`config.mk`:
```
export PLATFORM = sky130hd
export DESIGN_NAME = two_wire_seven_segment_driver_top
export DESIGN_NICKNAME = d
export VERILOG_FILES = /design/src/tw7_pkg.sv /design/src/tw7_step.sv /design/src/two_wire_seven_segment_driver_top.sv
export SDC_FILE = /design/constraint.sdc
export NUM_CORES = 1
export LEC_CHECK = 0
export BUFFER_PORTS_ARGS = -buffer_cell sky130_fd_sc_hd__buf_4
export CORE_ASPECT_RATIO = 1.5
export CORE_MARGIN = 1.5
export CORE_UTILIZATION = 40
export CTS_CLUSTER_DIAMETER = 150
export DETAILED_ROUTE_END_ITERATION = 8
export PLACE_DENSITY_LB_ADDON = 0.05
export SLEW_MARGIN = 20
export SYNTH_ARGS = -nofsm -noshare
export SYNTH_HDL_FRONTEND = slang
export SYNTH_SLANG_ARGS = --single-unit
```
`constraint.sdc`:
```
create_clock -name aclk -period 13.7 [get_ports aclk]
set_input_delay 0.685 -clock aclk [delete_from_list [all_inputs] [get_ports aclk]]
set_output_delay 0.685 -clock aclk [all_outputs]
set_load 0.02 [all_outputs]
```
`src/tw7_pkg.sv`:
```
`default_nettype none

package tw7_pkg;

    localparam logic [7:0]  CMD_DATA_WRITE  = 8'h44;
    localparam logic [7:0]  ADDR_BASE       = 8'hC0;
    localparam logic [7:0]  CMD_DISPLAY_ON  = 8'h8A;
    localparam logic [15:0] PHASE_TICKS_RST = 16'd140;
    localparam logic [2:0]  LAST_TRANSFER   = 3'd5;
    localparam logic [2:0]  LAST_BIT        = 3'd7;
    localparam int          NUM_DIGITS      = 4;

    // One-hot waveform steps: start, eight bits, ack, stop.
    typedef enum logic [14:0] {
        ST_IDLE      = 15'b000000000000001,
        ST_START_HI  = 15'b000000000000010,
        ST_START_DLO = 15'b000000000000100,
        ST_START_CLO = 15'b000000000001000,
        ST_BIT_CLO   = 15'b000000000010000,
        ST_BIT_SET   = 15'b000000000100000,
        ST_BIT_CHI   = 15'b000000001000000,
        ST_ACK_CLO   = 15'b000000010000000,
        ST_ACK_DHI   = 15'b000000100000000,
        ST_ACK_CHI   = 15'b000001000000000,
        ST_ACK       = 15'b000010000000000,
        ST_STOP_CLO  = 15'b000100000000000,
        ST_STOP_DLO  = 15'b001000000000000,
        ST_STOP_CHI  = 15'b010000000000000,
        ST_STOP_DHI  = 15'b100000000000000
    } tw7_step_t;

    typedef struct packed {
        tw7_step_t                      step;
        logic [15:0]                    phase_count;
        logic [2:0]                     transfer_index;
        logic                           byte_index;
        logic [2:0]                     bit_index;
        logic [NUM_DIGITS-1:0][3:0]     digits;
        logic                           clk;
        logic                           dat;
        logic                           drv;
    } tw7_state_t;

    function automatic logic [7:0] seg_byte(input logic [3:0] code);
        logic [7:0] seg;
        case (code)
            4'd0:    seg = 8'h3F;
            4'd1:    seg = 8'h06;
            4'd2:    seg = 8'h5B;
            4'd3:    seg = 8'h4F;
            4'd4:    seg = 8'h66;
            4'd5:    seg = 8'h6D;
            4'd6:    seg = 8'h7D;
            4'd7:    seg = 8'h07;
            4'd8:    seg = 8'h7F;
            4'd9:    seg = 8'h6F;
            4'd10:   seg = 8'h50;  // r
            4'd11:   seg = 8'h79;  // E
            4'd12:   seg = 8'h39;  // C
            4'd13:   seg = 8'h40;  // -
            4'd14:   seg = 8'h38;  // L
            default: seg = 8'h00;  // blank
        endcase
        return seg;
    endfunction

endpackage

`default_nettype wire

```
`src/tw7_step.sv`:
```
`default_nettype none

module tw7_step (
    input  var tw7_pkg::tw7_state_t cur,
    input  wire                     kind,
    input  wire [15:0]              digit_codes,
    input  wire                     line_sample,
    input  wire [15:0]              phase_ticks,
    output tw7_pkg::tw7_state_t     nxt,
    output logic                    done
);
    import tw7_pkg::*;

    logic [7:0]  cur_byte;
    logic        cur_bit;
    logic        data_transfer;
    logic [16:0] count_inc;
    logic        phase_end;

    assign data_transfer = (cur.transfer_index >= 3'd1) && (cur.transfer_index <= 3'd4);

    always_comb begin
        if (cur.transfer_index == 3'd0) begin
            cur_byte = CMD_DATA_WRITE;
        end else if (data_transfer) begin
            if (cur.byte_index) begin
                cur_byte = seg_byte(cur.digits[cur.transfer_index[1:0] - 2'd1]);
            end else begin
                cur_byte = ADDR_BASE + {6'd0, cur.transfer_index[1:0] - 2'd1};
            end
        end else begin
            cur_byte = CMD_DISPLAY_ON;
        end
    end

    // LSB first
    assign cur_bit   = cur_byte[cur.bit_index];
    assign count_inc = {1'b0, cur.phase_count} + 17'd1;
    assign phase_end = count_inc >= {1'b0, phase_ticks};

    always_comb begin
        nxt  = cur;
        done = 1'b0;
        if (kind) begin
            if (cur.step == ST_IDLE) begin
                nxt.digits         = digit_codes;
                nxt.phase_count    = '0;
                nxt.transfer_index = '0;
                nxt.byte_index     = 1'b0;
                nxt.bit_index      = '0;
                nxt.step           = ST_START_HI;
                nxt.clk            = 1'b1;
                nxt.dat            = 1'b1;
                nxt.drv            = 1'b1;
            end
        end else if (cur.step != ST_IDLE) begin
            if (cur.step == ST_ACK) begin
                if (!line_sample) begin
                    nxt.drv         = 1'b1;
                    nxt.phase_count = '0;
                    nxt.clk         = 1'b0;
                    if (data_transfer && !cur.byte_index) begin
                        nxt.byte_index = 1'b1;
                        nxt.bit_index  = '0;
                        nxt.step       = ST_BIT_CLO;
                    end else begin
                        nxt.step = ST_STOP_CLO;
                    end
                end
            end else if (phase_end) begin
                nxt.phase_count = '0;
                case (cur.step)
                    ST_START_HI: begin
                        nxt.step = ST_START_DLO;
                        nxt.dat  = 1'b0;
                    end
                    ST_START_DLO: begin
                        nxt.step = ST_START_CLO;
                        nxt.clk  = 1'b0;
                    end
                    ST_START_CLO: begin
                        nxt.step = ST_BIT_CLO;
                        nxt.clk  = 1'b0;
                    end
                    ST_BIT_CLO: begin
                        nxt.step = ST_BIT_SET;
                        nxt.dat  = cur_bit;
                    end
                    ST_BIT_SET: begin
                        nxt.step = ST_BIT_CHI;
                        nxt.clk  = 1'b1;
                    end
                    ST_BIT_CHI: begin
                        nxt.clk = 1'b0;
                        if (cur.bit_index == LAST_BIT) begin
                            nxt.bit_index = '0;
                            nxt.step      = ST_ACK_CLO;
                        end else begin
                            nxt.bit_index = cur.bit_index + 3'd1;
                            nxt.step      = ST_BIT_CLO;
                        end
                    end
                    ST_ACK_CLO: begin
                        nxt.step = ST_ACK_DHI;
                        nxt.dat  = 1'b1;
                    end
                    ST_ACK_DHI: begin
                        nxt.step = ST_ACK_CHI;
                        nxt.clk  = 1'b1;
                    end
                    ST_ACK_CHI: begin
                        nxt.step = ST_ACK;
                        nxt.drv  = 1'b0;
                    end
                    ST_STOP_CLO: begin
                        nxt.step = ST_STOP_DLO;
                        nxt.dat  = 1'b0;
                    end
                    ST_STOP_DLO: begin
                        nxt.step = ST_STOP_CHI;
                        nxt.clk  = 1'b1;
                    end
                    ST_STOP_CHI: begin
                        nxt.step = ST_STOP_DHI;
                        nxt.dat  = 1'b1;
                    end
                    ST_STOP_DHI: begin
                        if (cur.transfer_index >= LAST_TRANSFER) begin
                            nxt.step           = ST_IDLE;
                            nxt.transfer_index = '0;
                            nxt.byte_index     = 1'b0;
                            nxt.bit_index      = '0;
                            done               = 1'b1;
                        end else begin
                            nxt.transfer_index = cur.transfer_index + 3'd1;
                            nxt.byte_index     = 1'b0;
                            nxt.bit_index      = '0;
                            nxt.step           = ST_START_HI;
                            nxt.clk            = 1'b1;
                            nxt.dat            = 1'b1;
                            nxt.drv            = 1'b1;
                        end
                    end
                    default: begin
                        nxt.step           = ST_IDLE;
                        nxt.transfer_index = '0;
                        nxt.byte_index     = 1'b0;
                        nxt.bit_index      = '0;
                    end
                endcase
            end else begin
                nxt.phase_count = count_inc[15:0];
            end
        end
    end

endmodule

`default_nettype wire

```
`src/two_wire_seven_segment_driver_top.sv`:
```
`default_nettype none

// Channel   Dir  Beat fields (low bit up)
// s_*       in   tuser: kind | tdata: digit_first..digit_fourth, line_sample
// m_*       out  tdata: clock_level, data_level, data_drive, busy_res, finished
// cfg_*     in   phase_ticks write, no read-back
//
// One beat per cycle while s_tready is high: the pin state machine steps once per
// input beat and the result is registered in a single output register.
// s_tready drops only while the output register is full and m_tready is low.
// aresetn (sync, active low) puts the pins at clock high, data high, driving,
// idle, and phase_ticks at 140.

module two_wire_seven_segment_driver_top (
    input  wire         aclk,
    input  wire         aresetn,
    input  wire         s_tvalid,
    output logic        s_tready,
    input  wire  [23:0] s_tdata,   // digit_first, digit_second, digit_third,
                                   // digit_fourth, line_sample, 7'b0
    input  wire  [0:0]  s_tuser,   // kind
    output logic        m_tvalid,
    input  wire         m_tready,
    output logic [7:0]  m_tdata,   // clock_level, data_level, data_drive,
                                   // busy_res, finished, 3'b0
    input  wire         cfg_we,
    input  wire  [15:0] cfg_wdata
);
    import tw7_pkg::*;

    tw7_state_t  state_reg;
    tw7_state_t  state_next;
    logic        done;
    logic [15:0] phase_ticks_reg;
    logic        m_valid_reg;
    logic [7:0]  m_data_reg;
    logic        accept;

    assign s_tready = !m_valid_reg || m_tready;
    assign accept   = s_tvalid && s_tready;
    assign m_tvalid = m_valid_reg;
    assign m_tdata  = m_data_reg;

    tw7_step u_step (
        .cur         (state_reg),
        .kind        (s_tuser[0]),
        .digit_codes (s_tdata[15:0]),
        .line_sample (s_tdata[16]),
        .phase_ticks (phase_ticks_reg),
        .nxt         (state_next),
        .done        (done)
    );

    always_ff @(posedge aclk) begin
        if (!aresetn) begin
            phase_ticks_reg <= PHASE_TICKS_RST;
        end else if (cfg_we) begin
            phase_ticks_reg <= cfg_wdata;
        end
    end

    always_ff @(posedge aclk) begin
        if (!aresetn) begin
            state_reg.step           <= ST_IDLE;
            state_reg.phase_count    <= '0;
            state_reg.transfer_index <= '0;
            state_reg.byte_index     <= 1'b0;
            state_reg.bit_index      <= '0;
            state_reg.digits         <= '0;
            state_reg.clk            <= 1'b1;
            state_reg.dat            <= 1'b1;
            state_reg.drv            <= 1'b1;
        end else if (accept) begin
            state_reg <= state_next;
        end
    end

    always_ff @(posedge aclk) begin
        if (!aresetn) begin
            m_valid_reg <= 1'b0;
        end else if (accept) begin
            m_valid_reg <= 1'b1;
        end else if (m_tready) begin
            m_valid_reg <= 1'b0;
        end
    end

    always_ff @(posedge aclk) begin
        if (accept) begin
            m_data_reg <= {3'b000, done, (state_next.step != ST_IDLE),
                           state_next.drv, state_next.dat, state_next.clk};
        end
    end

`ifndef SYNTH
    a_step_onehot: assert property (@(posedge aclk) disable iff (!aresetn)
        $onehot(state_reg.step))
        else $error("step register not one-hot");

    a_release_only_in_ack: assert property (@(posedge aclk) disable iff (!aresetn)
        !state_reg.drv |-> state_reg.step == ST_ACK)
        else $error("data line released outside ack wait");

    a_bit_index_in_byte: assert property (@(posedge aclk) disable iff (!aresetn)
        state_reg.bit_index != 3'd0 |->
            state_reg.step == ST_BIT_CLO || state_reg.step == ST_BIT_SET ||
            state_reg.step == ST_BIT_CHI)
        else $error("bit index live outside a byte");

    a_finish_not_busy: assert property (@(posedge aclk) disable iff (!aresetn)
        m_valid_reg && m_data_reg[4] |-> !m_data_reg[3])
        else $error("finished beat still flagged busy");
`endif

endmodule

`default_nettype wire
```
==> flow_summary_export.csv, run 1 <==
group,metric,value,unit
status,outcome,"complete, no violations",
floorplan,core,12600,um^2
final_layout,regArea,1630,um^2
power_and_ir_drop,p_leak,2.33,nW
sta,finalCriticalPeriod,5.39,ns
synth,synth_cell_type_count,77,
sta,fin_crit_sh,39.3,%
setup_path,worstPathArrival,5.45,ns
final_layout,final_cell_mix,"nand2_1, nor2_1, dfxtp_1",
synth,ys.warnings.count,0,
setup_path,worstSetupPathType,"register to register",
placed_design,place_hpwl,10400,um
detailed_routing,wl_per_cell,16.7,um
sta,setup_tns,0,ns
floorplan,fp.dieW,95.9,um
cts,cts_hold_buffers,0,
cts,path_clk_slew,0.06,ns
synth,yosysSeqAreaShare,31.5,%
synth,synth-edff-count,5,
global_route,grt-ovfl-total,0,
setup_path,crit_required,13.76,ns
final_layout,multi_input_area,3270,um^2
placed_design,portBuffers,45,
cts,cts_tree,"done",
detailed_routing,via_count,4738,
synth,netlist_area,5170,um^2
global_route,grt_max_degree,39,
power_and_ir_drop,peakVddDrop,56.3,uV
sta,maxSlewViolCount,0,
sta,relSlewSlack,34.3,%
floorplan,ios,56,
power_and_ir_drop,p_per_area,102,nW/um^2
sta,clock_skew,0.00796,ns
floorplan,start_util,41.1,%
detailed_routing,drcViolationCount,0,
placed_design,placed_cells,824,
global_route,grt_pass1_vias,4593,
floorplan,die_area,13600,um^2
synth,synth-seq-cells,79,
synth,synth_area_leaders,"dfxtp_1, ha_1, nand2_1",
final_layout,fin_nets,755,
synth,synthArstFlopShare,0,%
detailed_routing,routed_wl,14000,um
final_layout,diodes,0,
final_layout,layout_commonest_cell,"nand2_1",
final_layout,largest_reg_flops,57,
synth,syn_inst,658,
final_layout,drive_above_1_share,13.3,%
detailed_routing,viasPerCell,5.64,
global_route,antenna_found_initial,0,
floorplan,fp.dieH,142,um
detailed_routing,drt_iter0_drc,256,
cts,ctsLongestPathBuffers,2,
final_layout,final_cell_count_no_fill,840,
cts,clk_latency,0.34,ns
setup_path,worstSetupEndpointType,"register",
detailed_routing,ant_nets,0,
cts,post-cts-setup-buffers,0,
final_layout,fill_cells,1302,
synth,synth_top_flop_cell,"dfxtp_1",
power_and_ir_drop,power,603,uW
flow_run,cap_violations,0,
sta,setup_viol,0,
setup_path,critPathMaxFanout,9,
sta,worst_pin_slew,0.982,ns
sta,hold_viol,0,
cts,ctsResizeCount,0,
placed_design,place.gp.congestion,0.881,
min_path,min_path_type,"register to register",
setup_path,critPathLaunchType,"register",
synth,synth_area_leader_cell,"dfxtp_1",
floorplan,rows,50,
global_route,grt_pass1_wl,22800,um
sta,fmax,186,MHz
detailed_routing,dr.pass1.iters,4,
sta,rsz0062_at_grt,"no",
cts,htree_levels,3,
cts,clock-root-buffer,"clkbuf_16",
final_layout,syn_to_final_growth,14.0,%
synth,synth_top_area_share,28.6,%
cts,clock_sinks,79,
global_route,grt_usage,21.7,%
cts,tritoncts.num_buffers,9,
synth,syn_avg_cell_area,7.86,um^2
metal layers:
layer / GRT usage [%] / wire length (um) / vias up
met1: 24.9 / 5670 / 2232
met2: 38.7 / 7450 / 113
met5: 0 / 0 / -
met3: 3.42 / 519 / 27
met4: 9.29 / 397 / 0
li1: - / - / 2366
worst max-delay path, stage by stage (launching register included):
cell,delay [ns]
dfxtp_1,0.41
and3_1,0.27
nand3_1,0.23
nor2_1,0.41
and3_1,0.24
nand3_1,0.18
nor2_1,0.17
xor2_1,0.10
ha_1,0.30
nand3_1,0.09
nor3_1,0.40
o311ai_1,0.20
and2_1,0.23
nand2_1,0.28
nand2_1,0.20
a221o_1,0.41
or4_1,0.49
or4_1,0.51
synthesized netlist by cell type, drive strengths merged, types with 6 or more instances:
| cell type | instances |
|---|---|
| or3 | 12 |
| xor2 | 10 |
| o21ai | 28 |
| a21o | 7 |
| clkbuf | 29 |
| a22oi | 7 |
| nand2 | 84 |
| nor4 | 6 |
| a21oi | 54 |
| o211ai | 6 |
| nor2 | 86 |
| nor3 | 20 |
| dfxtp | 74 |
| nand2b | 9 |
| mux2i | 19 |
| inv | 29 |
| nand3b | 7 |
| buf | 11 |
| nand3 | 16 |
| xnor2 | 8 |
| nand4 | 10 |
| ha | 30 |
where the power goes:
| part | switching [mW] | internal, mW | total [mW] |
|---|---|---|---|
| Clock | 0.0991 | 0.171 | 0.271 |
| Combinational | 0.0511 | 0.0337 | 0.0848 |
| Sequential | 0.00737 | 0.241 | 0.248 |
worst paths after layout:
kind | endpoint | depth (start not counted) | start | slack [ns]
max | m_tdata[3] | 17 | state_reg[28] | 8.31
min reg2reg | state_reg[11] | 2 | state_reg[11] | 0.45
max reg2reg | m_tdata[3] | 17 | state_reg[28] | 8.31
min | state_reg[11] | 2 | state_reg[11] | 0.45
stage by stage:
step	setup WS [ns]	util, %	instance area [um^2]	hold slack (ns)
finish	8.31	46.9	5900	0.454
global route	7.97	46.9	5900	0.472
CTS	8.31	46.9	5900	0.455
detailed placement	8.36	44.2	5560	0.446
global placement	8.40	44.2	5560	0.441
floorplan	9.36	-	5180	0.433
kinds of logic after synthesis:
group | count (synthesis) | share of synthesized area (%)
AND/OR/NAND/NOR | 292 | 28.7
AO/OA/AOI/OAI | 144 | 18.1
flip-flops | 79 | 31.5
buffers and inverters | 69 | 5.44
adder cells (fa/ha/maj) | 30 | 7.26
multiplexers | 25 | 5.85
XOR/XNOR | 18 | 3.05
other | 1 | 0.0725
layout make-up:
type	instances	area share, %
inverter	29	1.85
sequential	79	27.7
tap	156	3.31
clock inverter	4	1.27
multi-input combinational	512	55.4
clock buffer	12	4.37
timing repair buffer	48	6.11
Power figures use the tool's default switching activity.
==> inputs of run 2 (changes only) <==
==> constraint.sdc (replaced) <==
create_clock -name aclk -period 5.7 [get_ports aclk]
set_input_delay 0.285 -clock aclk [delete_from_list [all_inputs] [get_ports aclk]]
set_output_delay 0.285 -clock aclk [all_outputs]
set_load 0.02 [all_outputs]
==> run 2 against run 1 <==
Worst setup slack got worse by 7.6 ns. Worst hold slack got worse by 0.29 ns. Sequential cell count unchanged. Register-to-register slack got worse by 7.6 ns. Die area stayed put. Largest power group is now registers. Largest cell class unchanged. Final area shrank 0.83%.
==> flow_summary_export.csv, run 2 (synthesized netlist as in run 1, its figures left out) <==
group,metric,value,unit
detailed_routing,drcViolationCount,0,
flow_run,cap_violations,0,
detailed_routing,routed_wl,13900,um
cts,cts_tree,"done",
global_route,grt-ovfl-total,0,
placed_design,portBuffers,45,
global_route,antenna_found_initial,0,
sta,setup_viol,0,
final_layout,diodes,0,
cts,ctsResizeCount,0,
cts,tritoncts.num_buffers,9,
detailed_routing,viasPerCell,5.64,
final_layout,drive_above_1_share,13.4,%
detailed_routing,dr.pass1.iters,4,
sta,hold_viol,0,
detailed_routing,wl_per_cell,16.5,um
floorplan,core,12600,um^2
sta,setup_tns,0,ns
global_route,grt_max_degree,40,
placed_design,place.gp.congestion,0.875,
sta,fin_hold_ws,0.163,ns
global_route,grt_pass1_wl,22700,um
setup_path,worstSetupPathType,"register to register",
floorplan,fp.dieH,142,um
setup_path,worstSetupEndpointType,"register",
power_and_ir_drop,peakVddDrop,131,uV
cts,clock-root-buffer,"clkbuf_16",
cts,clk_latency,0.35,ns
final_layout,final_cell_mix,"nand2_1, nor2_1, dfxtp_1",
sta,maxSlewViolCount,0,
floorplan,die_area,13600,um^2
sta,clock_skew,0.0122,ns
final_layout,syn_to_final_growth,13.0,%
cts,path_clk_slew,0.06,ns
cts,clock_sinks,79,
floorplan,fp.dieW,95.9,um
final_layout,fin_nets,756,
sta,rsz0062_at_grt,"no",
setup_path,worstPathArrival,5.09,ns
min_path,min_path_type,"primary input to register",
sta,finalCriticalPeriod,5.02,ns
final_layout,multi_input_area,3270,um^2
setup_path,crit_path_max_incr_delay,0.49,ns
detailed_routing,drt_iter0_drc,275,
status,outcome,"complete, no violations",
sta,worst_pin_slew,0.967,ns
floorplan,start_util,41.1,%
setup_path,critPathBufInv,0,
cts,ctsLongestPathBuffers,2,
final_layout,layout_commonest_cell,"nand2_1",
final_layout,fill_cells,1258,
setup_path,crit_path_cell_trace,"and3_1 > nand3_1 > nor2_1 > and3_1 > nand3_1 > nor2_1 > xor2_1 > ha_1 > nand3_1 > nor3_1 > o311ai_1 > and2_1 > nand2_1 > nand2_1 > a221o_1 > or4_1 > or4_1",
setup_path,crit_top_cell,"nand3_1",
power_and_ir_drop,p_leak,2.31,nW
power_and_ir_drop,p_per_area,230,nW/um^2
final_layout,largest_reg_flops,57,
global_route,grt_usage,21.6,%
floorplan,ios,56,
setup_path,crit_family,"simple AND/OR/NAND/NOR gates",
sta,relSlewSlack,35.3,%
placed_design,place_hpwl,10400,um
sta,fin_crit_sh,88.1,%
detailed_routing,via_count,4742,
placed_design,placed_cells,825,
final_layout,final_cell_count_no_fill,841,
setup_path,crit_required,5.77,ns
cts,post-cts-setup-buffers,0,
setup_path,cpMaxStageDelayCell,"or4_1",
setup_path,critPathMaxFanout,6,
power_and_ir_drop,power,1.34,mW
cts,cts_hold_buffers,0,
floorplan,rows,50,
final_layout,regArea,1630,um^2
sta,fmax,199,MHz
cts,htree_levels,3,
setup_path,critPathLaunchType,"register",
detailed_routing,ant_nets,0,
global_route,grt_pass1_vias,4607,
==> run 2: cell count changes in the layout (fill, tap and decap cells not counted), sizes merged <==
cell      previous run  this run
bufinv               2         0
buf                 48        49
clkinv               1         2
clkinvlp             0         1
==> run 2: worst register-to-register path, delay by kind of cell, from the launching register on <==
kind	cells	cell delay, ns
XOR/XNOR	1	0.24
flip-flops	1	0.41
adder cells (fa/ha/maj)	1	0.18
AO/OA/AOI/OAI	2	0.60
AND/OR/NAND/NOR	13	3.32
==> run 2: through the flow <==
stage / utilization, % / area, um^2 / setup slack, ns
floorplan: - / 5180 / 1.36
global placement: 44.3 / 5570 / 0.751
detailed placement: 44.3 / 5570 / 0.657
CTS: 46.5 / 5850 / 0.611
global route: 46.5 / 5850 / 0.251
finish: 46.5 / 5850 / 0.677
==> run 2: power by group <==
part           internal (mW)  total [mW]  leakage (nW)  switching, mW
registers              0.578       0.596         0.645         0.0178
logic                 0.0811       0.203          1.53          0.122
clock network          0.309       0.545         0.133          0.236
==> run 2: final timing paths <==
path | startpoint | to | slack [ns] | cells after the start
worst max-delay path | state_reg[28] | m_tdata[3] | 0.68 | 17
worst min-delay path | cfg_wdata[3] | phase_ticks_reg[3] | 0.16 | 3
worst max register to register | state_reg[28] | m_tdata[3] | 0.68 | 17
worst min register to register | state_reg[8] | state_reg[8] | 0.45 | 2
==> run 2: cell type report <==
class                      count  share of cell area [%]
timing repair buffer          49                    6.29
multi-input combinational    512                    55.9
clock inverter                 4                   0.514
tap                          156                    3.34
sequential                    79                    27.9
clock buffer                  12                    4.22
inverter                      29                    1.86
==> run 2: per-layer routing <==
metal	up-vias	GRT usage [%]	wire, um
li1	2374	-	-
met1	2240	24.6	5660
met2	106	39.0	7410
met3	22	3.79	480
met4	0	8.59	313
met5	-	0	0
